### config.mk
export PLATFORM = sky130hd
export DESIGN_NAME = tgsp_fifo
export DESIGN_NICKNAME = d
export VERILOG_FILES = /design/src/hdl/tgsp_pkg.sv /design/src/hdl/tgsp_fifo.sv
export VERILOG_INCLUDE_DIRS = /design/src /design/src/hdl
export SDC_FILE = /design/constraint.sdc
export NUM_CORES = 1
export LEC_CHECK = 0
export ABC_CLOCK_PERIOD_IN_PS = 2250
export BUFFER_PORTS_ARGS = -buffer_cell sky130_fd_sc_hd__buf_2
export CORE_ASPECT_RATIO = 0.7
export CORE_UTILIZATION = 40
export CTS_CLUSTER_SIZE = 30
export DETAILED_ROUTE_END_ITERATION = 10
export PLACE_DENSITY = 0.57
export SLEW_MARGIN = 25
export SYNTH_ARGS = -nofsm -noshare
export SYNTH_HDL_FRONTEND = slang
export SYNTH_SLANG_ARGS = --single-unit
export TNS_END_PERCENT = 10
### constraint.sdc
create_clock -name clk -period 2.25 [get_ports clk]
set_input_delay 0.1125 -clock clk [delete_from_list [all_inputs] [get_ports clk]]
set_output_delay 0.1125 -clock clk [all_outputs]
set_load 0.01 [all_outputs]
### src/hdl/text_glyph_screen_placer_defines.svh
// Assertion macros for the glyph placer modules; only the queue module uses them.
`ifndef TEXT_GLYPH_SCREEN_PLACER_DEFINES_SVH
`define TEXT_GLYPH_SCREEN_PLACER_DEFINES_SVH

`ifndef NO_ASSERTIONS

// property must hold at every clock edge out of reset
`define TGSP_ASSERT(lbl, prop) \
    lbl: assert property (@(posedge clk) disable iff (!rst_n) prop) \
        else $error("tgsp: assertion failed");

// condition must never be seen out of reset
`define TGSP_ASSERT_NEVER(lbl, cond) \
    lbl: assert property (@(posedge clk) disable iff (!rst_n) !(cond)) \
        else $error("tgsp: forbidden condition");

`else

`define TGSP_ASSERT(lbl, prop)
`define TGSP_ASSERT_NEVER(lbl, cond)

`endif

`endif

### src/hdl/tgsp_pkg.sv
// Types, widths and codes shared by the glyph placer modules.
package tgsp_pkg;

    localparam int COUNT_BITS = 16;             // line / column counter width, 8..24

    localparam logic [7:0] NL_CODE = 8'd10;
    localparam logic [7:0] SP_CODE = 8'd32;

    localparam int CFG_IDX_W  = 3;
    localparam int CFG_DATA_W = 24;

    // queue between front and back; depth must be a power of two
    localparam int QDEPTH = 4;
    localparam int QA_W   = $clog2(QDEPTH);
    localparam int QCNT_W = $clog2(QDEPTH + 1);

    // datapath widths
    localparam int PX_W = ((COUNT_BITS + 8 > 24) ? COUNT_BITS + 8 : 24) + 1; // base + count<<8
    localparam int PR_W = PX_W + 16;            // times zoom
    localparam int ZX_W = PR_W - 12;            // floor shift by 12
    localparam int D_W  = ZX_W + 1;             // minus pivot
    localparam int P2_W = D_W + 16;             // times cos / sin
    localparam int R_W  = P2_W + 2;             // three-term sum
    localparam int Q_W  = R_W - 22;             // integer part

    typedef enum logic [CFG_IDX_W-1:0] {
        CFG_BASE_X  = 3'd0,
        CFG_BASE_Y  = 3'd1,
        CFG_ZOOM_X  = 3'd2,
        CFG_ZOOM_Y  = 3'd3,
        CFG_COS_ROT = 3'd4,
        CFG_SIN_ROT = 3'd5,
        CFG_PIVOT_X = 3'd6,
        CFG_PIVOT_Y = 3'd7
    } cfg_idx_t;

    typedef struct packed {
        logic signed [23:0] base_x;
        logic signed [23:0] base_y;
        logic signed [15:0] zoom_x;
        logic signed [15:0] zoom_y;
        logic signed [15:0] cos_rot;
        logic signed [15:0] sin_rot;
        logic signed [23:0] pivot_x;
        logic signed [23:0] pivot_y;
    } cfg_t;

    // one drawable glyph waiting for placement
    typedef struct packed {
        logic [COUNT_BITS-1:0] col;
        logic [COUNT_BITS-1:0] line;
        logic [7:0]            glyph;
    } cell_t;

    typedef struct packed {
        logic empty;
        logic full;
    } q_stat_t;

endpackage

### src/hdl/tgsp_fifo.sv
// Short queue of pending cells between front and back.
`include "text_glyph_screen_placer_defines.svh"

module tgsp_fifo
    import tgsp_pkg::*;
(
    input  logic    clk,
    input  logic    rst_n,
    input  logic    push,
    input  cell_t   push_cell,
    input  logic    pop,
    output cell_t   head_cell,
    output q_stat_t q_stat
);

    cell_t             mem_reg [QDEPTH];
    logic [QA_W-1:0]   wr_ptr_reg, wr_ptr_next;
    logic [QA_W-1:0]   rd_ptr_reg, rd_ptr_next;
    logic [QCNT_W-1:0] cnt_reg,    cnt_next;

    always_comb
    begin
        q_stat.empty = (cnt_reg == '0);
        q_stat.full  = (cnt_reg == QCNT_W'(QDEPTH));
        head_cell    = mem_reg[rd_ptr_reg];

        wr_ptr_next = push ? wr_ptr_reg + QA_W'(1) : wr_ptr_reg;
        rd_ptr_next = pop  ? rd_ptr_reg + QA_W'(1) : rd_ptr_reg;
        cnt_next    = cnt_reg;
        if (push && !pop)
            cnt_next = cnt_reg + QCNT_W'(1);
        else if (pop && !push)
            cnt_next = cnt_reg - QCNT_W'(1);
    end

    always_ff @(posedge clk)
    begin
        if (push)
            mem_reg[wr_ptr_reg] <= push_cell;
    end

    always_ff @(posedge clk or negedge rst_n)
    begin
        if (!rst_n)
        begin
            wr_ptr_reg <= '0;
            rd_ptr_reg <= '0;
            cnt_reg    <= '0;
        end
        else
        begin
            wr_ptr_reg <= wr_ptr_next;
            rd_ptr_reg <= rd_ptr_next;
            cnt_reg    <= cnt_next;
        end
    end

    `TGSP_ASSERT_NEVER(a_q_overflow, push && q_stat.full && !pop)
    `TGSP_ASSERT_NEVER(a_q_underflow, pop && q_stat.empty)
    `TGSP_ASSERT(a_q_count_up, (push && !pop) |=> (cnt_reg == $past(cnt_reg) + QCNT_W'(1)))
    `TGSP_ASSERT(a_q_ptr_gap, (QA_W'(wr_ptr_reg - rd_ptr_reg) == QA_W'(cnt_reg)))

endmodule

==> results.ini <==
[placed_design]
gp_congestion = 0.6490
hpwl_um = 6475
placed_area_um2 = 6900
portBuffers = 85
pre_cts_ws_ps = 741.1

[synthesis]
yosysUniqueCellTypes = 20
postSynthCellCount = 244
synthesis.nets = 294
synthArstFlopShare_pct = 4.192
ys_warn_count = 0
synth_edf_count = 160
synth.cell_area_um2 = 6218
ys_ff_latch = 167
synth-main-ff-cell = edfxtp_1
syn_area_per_cell_um2 = 25.49
synth-seq-area-share_pct = 80.08

[timing]
min_period_over_period_pct = 85.07
rsz0062_at_grt = no
slew_viol_final = 0
setup_viol_count_final = 0
setup-tns-final_ps = 0
hold_viol = 0
min_period_ps = 1914
setup_ws_ps = 336.0
max_freq_mhz = 522.5
worst_pin_slew_ps = 375.0
fin_worst_skew_ps = 7.538
worst_slew_margin_rel_pct = 75.00

[pwr]
cellPowerDensity_nw_per_um2 = 1278
ir_drop_uv = 558.4
intPower_uw = 7334
swShare_pct = 28.00
pwr-share-seq_pct = 41.7
p_comb_share_pct = 27.9
p_leak_uw = 0.002825
switchingPower_uw = 2852
power_frac_clock_pct = 30.4

[routing]
drc_errors = 0
totalWireLength_um = 11080
drtIter0Drc = 170
routedWlPerCell_um = 18.47
route.antenna.remaining_nets = 0
first_pass_iters = 4
vias = 2928
routed_via_density = 4.880

[setup_path]
crit_end = head_cell[26]
startpoint_type = flop
cpPeakStageDelay_ps = 590
r2r_end = mem_reg[0][7]
required_ps = 2140
endpoint_kind = primary output
r2r-start = wr_ptr_reg[0]
setup.worst_path.class = flop to primary output
crit_start = rd_ptr_reg[0]
worstRegToRegCells = 4
worstPathArrival_ps = 1800
rrSetupSlack_ps = 750
path_cells = buf_12, mux4_1, buf_2
crit_fanout = 24
cpMaxStageDelayCell = mux4_1

[run_status]
status = complete, no violations

[clocking]
postCtsSetupBuffers = 0
cts.clk_slew.worst_paths_ps = 60
cts_tree = built
htree_levels = 4
cts.sinks = 167
clock_latency_ps = 410
clockBufferDepth = 2
cts_root_buf = clkbuf_16
cts_buffers = 17
cts_resized = 0
hold_buffers = 43

[hold_path]
holdCritPathClass = input port to asynchronous set/reset pin

[finish]
largest_reg_flops = 160
post-route-util_pct = 53.29
num_antenna_cells = 0
multi_input_comb_area_um2 = 1114
final_area_um2 = 7969
seqCellArea_um2 = 4982
nFillCells = 1164
areaGrowthSynthToFinish_pct = 28.15
nNetsFinal = 442
drive_above_1_share_pct = 42.72

[die]
io_pins = 86
die_area_um2 = 16060
coreArea_um2 = 14950
num_rows = 37
start_util_pct = 41.59
die_h_um = 106.3
fp.dieW_um = 151.0

[job]
max_cap_viol_count = 0

[global_routing]
grt_usage_pct = 14.99
grt_max_degree = 36
grt_pass1_vias = 3110
grt_pass1_wl_um = 17060
gr-total-overflow = 0
antenna_found_initial = 0

layer usage:
metal / global-route usage (%) / routed length, um / share of wire (%)
met5: 0 / 0 / 0
met4: 5.571 / 95 / 0.86
met3: 3.863 / 603 / 5.4
met2: 23.20 / 5077 / 46
met1: 20.44 / 5306 / 48
worst max-delay path, delay by kind of cell (launching register included):
| family | cells | cell delay, ps |
|---|---|---|
| DFF | 1 | 410 |
| buffers and inverters | 2 | 400 |
| muxes | 1 | 590 |
worst min-delay path by stage:
stage / cells past startpoint / startpoint / end
5_1_grt: 2 / rst_n / cnt_reg[2]
6_report: 2 / rst_n / cnt_reg[1]
3_5_place_dp: 1 / rst_n / cnt_reg[2]
2_1_floorplan: 0 / rst_n / cnt_reg[0]
4_1_cts: 2 / rst_n / cnt_reg[1]
3_3_place_gp: 1 / rst_n / cnt_reg[2]
cell type report:
type	count	area share, %
clock buffers	17	5.338
clock inverters	15	2.669
inverters	4	0.1884
multi-input cells	63	13.97
flip-flops and latches	167	62.52
well taps	195	3.062
repair buffers	139	12.25
power by group through the flow:
stage               registers [uW]  logic [uW]  clock network, uW
finish                        4240        2840               3100
global route                  4300        3110               3310
CTS                           4250        2940               3180
detailed placement            4320        2860                  0
global placement              4290        2850                  0
floorplan                     4260        1950                  0
stage by stage:
stage / std cells / total power [uW] / hold WS [ps]
global placement: 525 / 7136 / -36.75
floorplan: 244 / 6209 / -183.1
finish: 600 / 10190 / 61.82
global route: 600 / 10720 / 69.46
CTS: 600 / 10360 / 52.88
detailed placement: 525 / 7177 / -37.60
cells in the mapped netlist, types with 2 or more instances:
library cell  count  share of area (%)
and2_1            4               0.40
mux4_2           38                 14
buf_2             4               0.32
buf_12            4                1.3
nand2_1           2               0.12
mux4_1            2               0.85
edfxtp_1        160                 77
xor2_1            4               0.56
xnor2_1           2               0.28
inv_1             4               0.24
ha_1              5                1.0
dfrtp_1           7                2.8
cell usage in the layout (no fill, tap or decap), types with 2 or more instances in the layout:
master / count
edfxtp_1: 160
buf_2: 85
dlygate4sd3_1: 43
mux4_2: 38
clkbuf_16: 17
buf_4: 8
inv_6: 6
ha_1: 5
dfrtp_1: 5
inv_1: 4
and2_2: 4
xor2_1: 4
bufinv_16: 4
buf_12: 3
mux4_1: 2
xnor2_1: 2
nand2_1: 2
clkinv_2: 2
inv_8: 2
dfrtp_2: 2
kinds of logic (layout without fill, tap and decap cells):
logic type               count (synthesis)  after routing  synth area share, %
buffers and inverters                   14            175                2.092
AO/OA/AOI/OAI                            1              1              0.08041
adder cells (fa/ha/maj)                  6              6                1.328
AND/OR/NAND/NOR                          9              9               0.7846
flip-flops                             167            167                80.08
multiplexers                            41             41                14.79
XOR/XNOR                                 6              6               0.8451
No activity file was read; power rests on OpenSTA's default activity.
