$ cat config.mk
export PLATFORM = sky130hd
export DESIGN_NAME = tgsp_front
export DESIGN_NICKNAME = d
export VERILOG_FILES = /design/src/hdl/text_glyph_screen_placer_defines.svh /design/src/hdl/tgsp_pkg.sv /design/src/hdl/tgsp_front.sv
export SDC_FILE = /design/constraint.sdc
export NUM_CORES = 1
export LEC_CHECK = 0
export BUFFER_PORTS_ARGS = -buffer_cell sky130_fd_sc_hd__buf_2
export CAP_MARGIN = 20
export CORE_MARGIN = 2
export CORE_UTILIZATION = 52
export DETAILED_ROUTE_END_ITERATION = 7
export GPL_TIMING_DRIVEN = 0
export PLACE_DENSITY_LB_ADDON = 0.05
export SYNTH_ARGS = -nofsm -noshare
export SYNTH_HDL_FRONTEND = slang
export SYNTH_SLANG_ARGS = --single-unit
export TNS_END_PERCENT = 1
$ cat constraint.sdc
create_clock -name clk -period 1.75 [get_ports clk]
set_input_delay 0.0875 -clock clk [delete_from_list [all_inputs] [get_ports clk]]
set_output_delay 0.0875 -clock clk [all_outputs]
set_load 0.1 [all_outputs]
$ cat src/hdl/text_glyph_screen_placer_defines.svh
// Assertion macros for the glyph placer modules; only the queue module uses them.
`ifndef TEXT_GLYPH_SCREEN_PLACER_DEFINES_SVH
`define TEXT_GLYPH_SCREEN_PLACER_DEFINES_SVH

`ifndef NO_ASSERTIONS

// property must hold at every clock edge out of reset
`define TGSP_ASSERT(lbl, prop) \
    lbl: assert property (@(posedge clk) disable iff (!rst_n) prop) \
        else $error("tgsp: assertion failed");

// condition must never be seen out of reset
`define TGSP_ASSERT_NEVER(lbl, cond) \
    lbl: assert property (@(posedge clk) disable iff (!rst_n) !(cond)) \
        else $error("tgsp: forbidden condition");

`else

`define TGSP_ASSERT(lbl, prop)
`define TGSP_ASSERT_NEVER(lbl, cond)

`endif

`endif

$ cat src/hdl/tgsp_pkg.sv
// Types, widths and codes shared by the glyph placer modules.
package tgsp_pkg;

    localparam int COUNT_BITS = 16;             // line / column counter width, 8..24

    localparam logic [7:0] NL_CODE = 8'd10;
    localparam logic [7:0] SP_CODE = 8'd32;

    localparam int CFG_IDX_W  = 3;
    localparam int CFG_DATA_W = 24;

    // queue between front and back; depth must be a power of two
    localparam int QDEPTH = 4;
    localparam int QA_W   = $clog2(QDEPTH);
    localparam int QCNT_W = $clog2(QDEPTH + 1);

    // datapath widths
    localparam int PX_W = ((COUNT_BITS + 8 > 24) ? COUNT_BITS + 8 : 24) + 1; // base + count<<8
    localparam int PR_W = PX_W + 16;            // times zoom
    localparam int ZX_W = PR_W - 12;            // floor shift by 12
    localparam int D_W  = ZX_W + 1;             // minus pivot
    localparam int P2_W = D_W + 16;             // times cos / sin
    localparam int R_W  = P2_W + 2;             // three-term sum
    localparam int Q_W  = R_W - 22;             // integer part

    typedef enum logic [CFG_IDX_W-1:0] {
        CFG_BASE_X  = 3'd0,
        CFG_BASE_Y  = 3'd1,
        CFG_ZOOM_X  = 3'd2,
        CFG_ZOOM_Y  = 3'd3,
        CFG_COS_ROT = 3'd4,
        CFG_SIN_ROT = 3'd5,
        CFG_PIVOT_X = 3'd6,
        CFG_PIVOT_Y = 3'd7
    } cfg_idx_t;

    typedef struct packed {
        logic signed [23:0] base_x;
        logic signed [23:0] base_y;
        logic signed [15:0] zoom_x;
        logic signed [15:0] zoom_y;
        logic signed [15:0] cos_rot;
        logic signed [15:0] sin_rot;
        logic signed [23:0] pivot_x;
        logic signed [23:0] pivot_y;
    } cfg_t;

    // one drawable glyph waiting for placement
    typedef struct packed {
        logic [COUNT_BITS-1:0] col;
        logic [COUNT_BITS-1:0] line;
        logic [7:0]            glyph;
    } cell_t;

    typedef struct packed {
        logic empty;
        logic full;
    } q_stat_t;

endpackage

$ cat src/hdl/tgsp_front.sv
// Front end: takes characters, keeps line/column, queues drawable glyphs.
module tgsp_front
    import tgsp_pkg::*;
(
    input  logic       clk,
    input  logic       rst_n,
    input  logic       s_tvalid,
    output logic       s_tready,
    input  logic [7:0] char_code,
    input  logic       text_start,
    input  logic       erase_mode,
    input  q_stat_t    q_stat,
    output logic       push,
    output cell_t      push_cell
);

    logic [COUNT_BITS-1:0] col_reg,  col_next;
    logic [COUNT_BITS-1:0] line_reg, line_next;
    logic [COUNT_BITS-1:0] col_cur, line_cur;
    logic                  acc;

    always_comb
    begin
        s_tready = !q_stat.full;
        acc      = s_tvalid && s_tready;
        col_cur  = text_start ? '0 : col_reg;
        line_cur = text_start ? '0 : line_reg;

        col_next  = col_reg;
        line_next = line_reg;
        if (acc)
        begin
            if (char_code == NL_CODE)
            begin
                line_next = line_cur + COUNT_BITS'(1);
                col_next  = '0;
            end
            else
            begin
                // spaces and glyphs both advance one column
                line_next = line_cur;
                col_next  = col_cur + COUNT_BITS'(1);
            end
        end

        push            = acc && (char_code != NL_CODE) && (char_code != SP_CODE);
        push_cell.col   = col_cur;
        push_cell.line  = line_cur;
        push_cell.glyph = erase_mode ? SP_CODE : char_code;
    end

    always_ff @(posedge clk or negedge rst_n)
    begin
        if (!rst_n)
        begin
            col_reg  <= '0;
            line_reg <= '0;
        end
        else
        begin
            col_reg  <= col_next;
            line_reg <= line_next;
        end
    end

endmodule

==> flow_metrics.py, run 1 <==
metrics = {
    "cts": {
        "htree_levels": 2,
        "cts_root_buffer_type": "clkbuf_8",
        "cts_buffer_depth": 2,
        "path_clk_slew_ps": 70,
        "cts_tree": "yes",
        "cts_inserted_buffers": 5,
        "clock_latency_ps": 290,
        "cts.sink_count": 32,
        "cts.repair_timing.setup_buffer_count": 0,
    },
    "logic_synthesis": {
        "synth_cells": 237,
        "number_of_flops_mapped_to_enable_cells_by_yosys": 0,
        "synthesized_nets": 254,
        "synth_async_sr_flop_share_pct": 100,
        "synth_seq_cells": 32,
        "synthesis.area_per_instance_um2": 8.30,
        "synth.lib_cells_used.distinct": 34,
        "ys_dominant_reg_cell": "dfrtp_1",
        "synth.yosys.warnings": 0,
        "synth.yosys.seq_area_share_pct": 40.7,
        "mappedNetlistArea_mm2": 0.00197,
    },
    "detailed_routing": {
        "wirelength_um": 4820,
        "drcViolationCount": 0,
        "drt_first_pass_iters": 4,
        "postRouteAntennaNets": 0,
        "vias_cell": 5.40,
        "dr_total_vias": 1884,
        "drt_iter0_markers": 144,
        "route.detailed.wl_per_inst_um": 13.8,
    },
    "sta": {
        "timing_hold_violations_final": 0,
        "grt_setup_unrepaired": "true",
        "clock-skew-final_ps": 4.72,
        "final_min_period_over_clock_period_pct": 96.6,
        "tightestPinTransition_ps": 712,
        "slew_headroom_pct": 52.6,
        "f_max_mhz": 592,
        "final_period_minus_worst_setup_slack_ps": 1690,
        "final.hold.worst_slack_ps": 174,
        "setup_viol": 0,
        "post-route-worst-setup-slack_ps": 59.9,
        "slew_viol_final": 0,
    },
    "final_layout": {
        "final.fill_count": 310,
        "final_cell_mix": "buf_2 (56), nand2_1 (42), dfrtp_1 (32)",
        "ratio_of_cells_with_drive_above_1_in_the_final_layout_pct": 28.9,
        "layout.core_utilization_pct": 68.9,
        "layout.cells.most_common": "buf_2",
        "final_nets": 317,
        "syn_to_layout_area_delta_pct": 28.1,
        "instances_no_fill": 349,
        "antenna_cells": 0,
    },
    "power": {
        "vdd_ir_drop_max_mv": 0.481,
        "power_report.internal_total_uw": 1240,
        "power_per_cell_area_mw_per_mm2": 700,
        "power.static_leakage_uw": 0.00120,
        "netSwitchingFraction_pct": 29.6,
        "seq_power_share_pct": 43.3,
        "clock_power_share_pct": 39.5,
        "p_comb_share_pct": 17.2,
        "net-switching-power_uw": 523,
    },
    "global_route": {
        "overflow": 0,
        "track_usage_pct": 24.0,
        "grt_pass1_wl_um": 7710,
        "antenna_found_initial": 0,
        "grt_max_degree": 33,
        "first_global_vias": 1622,
    },
    "critical_path": {
        "worst-endpoint-required_ps": 1920,
        "worstSetupStartpointType": "input pin",
        "worstSetupEndpointType": "register",
        "critical_path.max_stage_delay_ps": 580,
        "reg2reg_depth": 5,
        "setup.worst_path.class": "input pin to register",
        "r2r_startpoint": "col_reg[5]$_DFFE_PN0N_",
        "worstPathMaxFanout": 10,
        "r2r_setup_slack_ps": 100,
        "path_cells": "buf_2, or4_4, o31ai_2, clkbuf_1, nor3_1, a211o_1",
        "worstSetupStartpoint": "char_code[2]",
        "critical_path.slowest_cell": "or4_4",
        "cp_data_arrival_time_ps": 1860,
        "regToRegEndpoint": "col_reg[11]$_DFFE_PN0N_",
    },
    "floorplanning": {
        "io_pins": 57,
        "rows": 22,
        "start_util_pct": 53.8,
        "die_area_mm2": 0.00429,
        "floorplan.core_area_mm2": 0.00366,
        "dieWidth_um": 65.5,
        "die_h_um": 65.5,
    },
    "worst_hold_path": {
        "worst_hold_path.num_cells": 4,
        "worst_hold_startpoint": "text_start",
        "worstHoldEndpoint": "line_reg[6]$_DFFE_PN0N_",
        "timing.hold.worst.class": "input pin to register",
    },
    "run": {
        "drv_cap": 0,
    },
    "placement": {
        "preCtsSetupSlack_ps": -709,
        "detailed_placement_hpwl_um": 3550,
        "placement.io_buffers": 55,
        "placed_cells": 340,
        "gp_congestion": 0.842,
    },
    "status": {
        "status": "finished, final reports clean",
    },
}
-- synthesized netlist by cell type (4+ instances only) --
master	n	area, µm²
clkbuf_1	7	26.3
nand2_1	42	158
inv_1	10	37.5
nand3_1	11	55.1
nor3_1	6	30.0
xor2_1	9	78.8
nand2b_1	4	25.0
nor2b_1	35	219
xnor2_1	10	87.6
a21oi_1	6	30.0
nand4_1	6	37.5
dfrtp_1	32	801
and3_1	8	50.1
nor2_1	9	33.8
o21ai_0	17	85.1
-- per-layer routing --
metal / vias up / global-route usage [%] / share of wire, %
met5: - / 0 / 0
met4: 0 / 10.2 / 1.5
met3: 9 / 3.77 / 4.2
met2: 61 / 40.1 / 50
met1: 890 / 31.0 / 44
li1: 924 / - / -
-- area by class of cell --
cell class	instances	area, µm²	share of cell area [%]
multi-input cells	186	1170	46.3
flip-flops and latches	32	801	31.8
repair buffers	56	285	11.3
clock buffers	6	72.6	2.88
plain buffers	9	62.6	2.48
well taps	48	60.1	2.38
inverters	10	37.5	1.49
clock inverters	2	35.0	1.39
-- through the flow --
step,TNS (ps),power [µW],instance area (µm²)
finish,0,1760,2520
global route,-132,1840,2520
CTS,0,1780,2510
detailed placement,-11030,1080,2360
global placement,-10020,1070,2360
floorplan,-14490,1000,2030
-- worst max-delay path by stage --
| stage | end | slack [ps] | depth (start not counted) |
|---|---|---|---|
| 6_report | col_reg[11]$_DFFE_PN0N_ | 60 | 6 |
| 5_1_grt | col_reg[11]$_DFFE_PN0N_ | -50 | 6 |
| 4_1_cts | col_reg[10]$_DFFE_PN0N_ | 20 | 11 |
| 3_5_place_dp | line_reg[8]$_DFFE_PN0N_ | -710 | 9 |
| 3_3_place_gp | line_reg[8]$_DFFE_PN0N_ | -690 | 9 |
| 2_1_floorplan | col_reg[6]$_DFFE_PN0N_ | -560 | 5 |
-- cell families (layout without fill, tap and decap cells) --
group | after synthesis | after routing | share of synthesized area, %
simple gates | 132 | 132 | 35.9
compound gates | 33 | 33 | 9.92
flops | 32 | 32 | 40.7
xor+xnor | 19 | 19 | 8.46
buf+inv | 19 | 83 | 3.81
fa+ha+maj | 2 | 2 | 1.27
-- power groups by stage --
| stage | Combinational [µW] | Sequential (µW) | Clock (µW) |
|---|---|---|---|
| floorplan | 225 | 774 | 0 |
| detailed placement | 299 | 777 | 0 |
| finish | 304 | 765 | 696 |
| global placement | 297 | 777 | 0 |
| global route | 325 | 766 | 746 |
| CTS | 307 | 764 | 709 |
-- critical path: cells and delay by family --
family          cells  cell delay (ps)
buf+inv             2              500
simple gates        2              680
compound gates      2              600
-- timing repair --
item | CTS | global route
pin swaps | 0 | 1
setup endpoints to repair | 28 | 7
endpoints found under the hold margin | 32 | 0
gates resized for setup | 8 | 5
hold buffers | 1 | 0
No activity file was read; power rests on OpenSTA's default activity.
==> run 2, diff against run 1 <==
--- a/config.mk
+++ b/config.mk
@@ -7,6 +7,7 @@
 export LEC_CHECK = 0
 export BUFFER_PORTS_ARGS = -buffer_cell sky130_fd_sc_hd__buf_2
 export CAP_MARGIN = 20
+export CORE_ASPECT_RATIO = 0.9
 export CORE_MARGIN = 2
 export CORE_UTILIZATION = 52
 export DETAILED_ROUTE_END_ITERATION = 7
==> flow_metrics.py, run 2 (same netlist as run 1, synthesis figures left out) <==
metrics = {
    "global_route": {
        "first_global_vias": 1803,
        "overflow": 0,
        "track_usage_pct": 24.4,
        "antenna_found_initial": 0,
        "grt_max_degree": 33,
        "grt_pass1_wl_um": 8020,
    },
    "detailed_routing": {
        "dr_total_vias": 1899,
        "wirelength_um": 4800,
        "drt_iter0_markers": 88,
        "drt_first_pass_iters": 4,
        "drcViolationCount": 0,
        "route.detailed.wl_per_inst_um": 13.9,
        "postRouteAntennaNets": 0,
        "vias_cell": 5.49,
    },
    "sta": {
        "final_period_minus_worst_setup_slack_ps": 1680,
        "setup_viol": 0,
        "timing_hold_violations_final": 0,
        "post-route-worst-setup-slack_ps": 71.1,
        "final_min_period_over_clock_period_pct": 95.9,
        "tightestPinTransition_ps": 713,
        "clock-skew-final_ps": 3.86,
        "slew_viol_final": 0,
        "slew_headroom_pct": 52.5,
        "f_max_mhz": 596,
        "grt_setup_unrepaired": "true",
    },
    "power": {
        "power_per_cell_area_mw_per_mm2": 740,
        "vdd_ir_drop_max_mv": 0.498,
        "post-layout-total-power_uw": 1860,
        "power.static_leakage_uw": 0.00121,
    },
    "run": {
        "drv_cap": 0,
    },
    "status": {
        "status": "finished, final reports clean",
    },
    "critical_path": {
        "path_cells": "nand4b_1, nor2_2, nand3_1, and3_1, a211o_1",
        "r2r_setup_slack_ps": 70,
        "worstPathMaxFanout": 7,
        "worstSetupStartpointType": "register",
        "cp_data_arrival_time_ps": 1850,
        "critical_path.max_stage_delay_ps": 400,
        "setup.worst_path.class": "register to register",
        "worstSetupEndpointType": "register",
        "worst-endpoint-required_ps": 1920,
        "critical_path.slowest_cell": "dfrtp_1",
    },
    "final_layout": {
        "layout.core_utilization_pct": 68.4,
        "syn_to_layout_area_delta_pct": 27.8,
        "layout.cells.most_common": "buf_2",
        "ratio_of_cells_with_drive_above_1_in_the_final_layout_pct": 29.3,
        "final_cell_mix": "buf_2 (56), nand2_1 (42), dfrtp_1 (32)",
        "final_nets": 316,
        "antenna_cells": 0,
    },
    "cts": {
        "cts_inserted_buffers": 5,
        "htree_levels": 2,
        "cts.repair_timing.setup_buffer_count": 0,
        "cts_buffer_depth": 2,
        "clock_latency_ps": 290,
        "cts_tree": "yes",
        "cts.sink_count": 32,
        "cts_root_buffer_type": "clkbuf_8",
        "path_clk_slew_ps": 70,
    },
    "floorplanning": {
        "die_area_mm2": 0.00429,
        "die_h_um": 62.4,
        "io_pins": 57,
        "dieWidth_um": 68.9,
        "rows": 21,
        "start_util_pct": 53.5,
        "floorplan.core_area_mm2": 0.00368,
    },
    "placement": {
        "preCtsSetupSlack_ps": -749,
        "placement.io_buffers": 55,
        "gp_congestion": 0.892,
        "detailed_placement_hpwl_um": 3460,
    },
    "worst_hold_path": {
        "timing.hold.worst.class": "input pin to register",
    },
}
[run 2: layer usage]
metal	GRT usage (%)	vias to the layer above	share of wire, %
li1	-	916	-
met1	33.5	905	46
met2	38.5	65	46
met3	4.89	13	6.3
met4	7.60	0	1.7
met5	0	-	0
[run 2: what timing repair did]
item,CTS,global route
hold endpoints to repair,32,0
setup endpoints to repair,23,5
hold buffers,1,0
resized for setup,2,7
cloned,0,0
[run 2: area by class of cell]
type	count	area, µm²
multi-input cells	186	1160
fillers	339	1160
flip-flops and latches	32	801
repair buffers	56	285
clock buffers	7	96.3
well taps	46	57.6
plain buffers	8	43.8
inverters	10	37.5
clock inverters	1	30.0
[run 2: worst max-delay path: cells and delay by family, from the launching register on]
| family | cells | cell delay, ps |
|---|---|---|
| flip-flops | 1 | 400 |
| AO/OA/AOI/OAI | 1 | 280 |
| AND/OR/NAND/NOR | 4 | 880 |
[run 2: report_power, final]
group          switching [µW]  internal (µW)
registers                12.9            751
logic                     237           64.4
clock network             294            503
[run 2: worst paths after layout]
kind	from	endpoint	cells after the start
max in group asynchronous	rst_n	line_reg[11]$_DFFE_PN0N_	2
min in group asynchronous	rst_n	col_reg[4]$_DFFE_PN0N_	2
setup reg to reg	col_reg[5]$_DFFE_PN0N_	col_reg[11]$_DFFE_PN0N_	5
hold reg to reg	col_reg[12]$_DFFE_PN0N_	col_reg[12]$_DFFE_PN0N_	1
hold / removal	char_code[0]	line_reg[1]$_DFFE_PN0N_	4
setup / recovery	col_reg[5]$_DFFE_PN0N_	col_reg[11]$_DFFE_PN0N_	5
[run 2: stage by stage]
step,setup TNS [ps],hold slack (ps),area [µm²],instances
finish,0,219,2520,346
global route,-168,257,2520,346
CTS,0,222,2490,346
detailed placement,-11440,185,2360,338
global placement,-11170,188,2360,338
floorplan,-14490,-208,2030,237
==> run 3, diff against run 2 <==
--- a/config.mk
+++ b/config.mk
@@ -7,9 +7,11 @@
 export LEC_CHECK = 0
 export BUFFER_PORTS_ARGS = -buffer_cell sky130_fd_sc_hd__buf_2
 export CAP_MARGIN = 20
-export CORE_ASPECT_RATIO = 0.9
+export CELL_PAD_IN_SITES_DETAIL_PLACEMENT = 0
+export CELL_PAD_IN_SITES_GLOBAL_PLACEMENT = 2
+export CORE_ASPECT_RATIO = 1.25
 export CORE_MARGIN = 2
-export CORE_UTILIZATION = 52
+export CORE_UTILIZATION = 29
 export DETAILED_ROUTE_END_ITERATION = 7
 export GPL_TIMING_DRIVEN = 0
 export PLACE_DENSITY_LB_ADDON = 0.05
==> flow_metrics.py, run 3 (same netlist as run 1, synthesis figures left out) <==
metrics = {
    "power": {
        "power.static_leakage_uw": 0.00123,
        "power_per_cell_area_mw_per_mm2": 689,
        "vdd_ir_drop_max_mv": 0.278,
    },
    "sta": {
        "setup_viol": 0,
        "final_period_minus_worst_setup_slack_ps": 1640,
        "slew_headroom_pct": 50.2,
        "tightestPinTransition_ps": 747,
        "f_max_mhz": 609,
        "final_min_period_over_clock_period_pct": 93.8,
        "post-route-worst-setup-slack_ps": 108,
        "timing_hold_violations_final": 0,
        "slew_viol_final": 0,
        "clock-skew-final_ps": 5.75,
        "grt_setup_unrepaired": "false",
        "timing.setup.tns_ps": 0,
    },
    "final_layout": {
        "ratio_of_cells_with_drive_above_1_in_the_final_layout_pct": 30.3,
        "syn_to_layout_area_delta_pct": 32.7,
        "layout.cells.most_common": "buf_2",
        "layout.core_utilization_pct": 39.8,
        "final.fill_count": 702,
        "final_cell_mix": "buf_2 (56), nand2_1 (42), dfrtp_1 (32)",
        "instances_no_fill": 391,
        "antenna_cells": 0,
        "final_nets": 320,
    },
    "detailed_routing": {
        "postRouteAntennaNets": 0,
        "drt_first_pass_iters": 4,
        "dr_total_vias": 1841,
        "route.detailed.wl_per_inst_um": 14.8,
        "drcViolationCount": 0,
        "vias_cell": 4.71,
        "wirelength_um": 5770,
        "drt_iter0_markers": 70,
    },
    "floorplanning": {
        "die_h_um": 96.1,
        "io_pins": 57,
        "floorplan.core_area_mm2": 0.00657,
        "dieWidth_um": 77.7,
        "rows": 33,
        "start_util_pct": 30.0,
        "die_area_mm2": 0.00747,
    },
    "cts": {
        "cts_buffer_depth": 2,
        "cts_tree": "yes",
        "htree_levels": 2,
        "cts_inserted_buffers": 5,
        "path_clk_slew_ps": 70,
        "cts.sink_count": 32,
        "cts_root_buffer_type": "clkbuf_8",
        "clock_latency_ps": 280,
    },
    "run": {
        "drv_cap": 0,
    },
    "global_route": {
        "antenna_found_initial": 0,
        "met3_usage_pct": 2.53,
        "grt_max_degree": 33,
        "use_met2_pct": 27.2,
        "grt_pass1_wl_um": 9370,
        "track_usage_pct": 16.4,
        "gr-max-usage-layer": "met2",
        "first_global_vias": 1737,
        "overflow": 0,
        "groute.layer.met1.usage_pct": 21.3,
    },
    "placement": {
        "preCtsSetupSlack_ps": -917,
        "gp_congestion": 0.752,
        "placement.io_buffers": 55,
        "detailed_placement_hpwl_um": 4180,
        "placed_cells": 379,
    },
    "worst_hold_path": {
        "timing.hold.worst.class": "input pin to register",
        "worst_hold_path.num_cells": 4,
    },
    "critical_path": {
        "cp_data_arrival_time_ps": 1550,
        "r2r_setup_slack_ps": 130,
        "worstSetupEndpointType": "primary output",
        "worstPathMaxFanout": 10,
        "setup.worst_path.class": "input pin to primary output",
        "reg2reg_depth": 5,
        "worst-endpoint-required_ps": 1660,
        "worstSetupStartpointType": "input pin",
    },
    "status": {
        "status": "finished, final reports clean",
    },
}
-- run 3: cell count changes in the layout (fill, tap and decap cells not counted), sizes merged --
cell    delta
buf        +4
clkinv     +1
clkbuf     -1
-- run 3: metal layers --
| metal | wire [µm] | share of wire, % | vias to the layer above |
|---|---|---|---|
| met4 | 98 | 1.7 | 0 |
| li1 | - | - | 925 |
| met1 | 2510 | 44 | 853 |
| met3 | 212 | 3.7 | 6 |
| met2 | 2950 | 51 | 57 |
| met5 | 0 | 0 | - |
-- run 3: worst max-delay path, stage by stage --
cell	delay [ps]
buf_2	90
nand2b_1	90
clkbuf_1	370
clkbuf_1	500
a21oi_1	90
buf_2	320
-- run 3: repair_timing --
item,in CTS,in global routing
endpoints found under the hold margin,32,0
buffers inserted,1,2
endpoints found under the setup margin,36,8
gates resized for setup,10,7
hold buffers,1,0
pin swaps,1,3
-- run 3: worst paths after layout --
check,to,from
worst min-delay path,line_reg[6]$_DFFE_PN0N_,text_start
worst max-delay path,push,q_stat[0]
max in group asynchronous,line_reg[12]$_DFFE_PN0N_,rst_n
worst max register to register,col_reg[11]$_DFFE_PN0N_,col_reg[5]$_DFFE_PN0N_
min in group asynchronous,line_reg[4]$_DFFE_PN0N_,rst_n
worst min register to register,col_reg[9]$_DFFE_PN0N_,col_reg[9]$_DFFE_PN0N_
-- run 3: per-stage QoR --
step                      hold WS, ps  area, µm²  power, µW
after floorplan                  -208       2030       1000
after global placement            224       2410       1090
after detailed placement          216       2410       1090
after CTS                         179       2560       1820
after global routing              189       2610       1890
final                             181       2610       1800
-- run 3: cell type report --
| class | count | area [µm²] | share of cell area (%) |
|---|---|---|---|
| plain buffers | 9 | 65.1 | 2.49 |
| clock buffers | 6 | 72.6 | 2.78 |
| clock inverters | 2 | 35.0 | 1.34 |
| inverters | 10 | 37.5 | 1.44 |
| multi-input cells | 186 | 1180 | 45.4 |
| flip-flops and latches | 32 | 801 | 30.7 |
| well taps | 87 | 109 | 4.17 |
| repair buffers | 59 | 308 | 11.8 |
-- run 3: power by group --
| part | internal [µW] | total [µW] | switching, µW |
|---|---|---|---|
| clock | 423 | 720 | 298 |
| combinational | 71.0 | 314 | 243 |
| sequential | 751 | 764 | 13.7 |
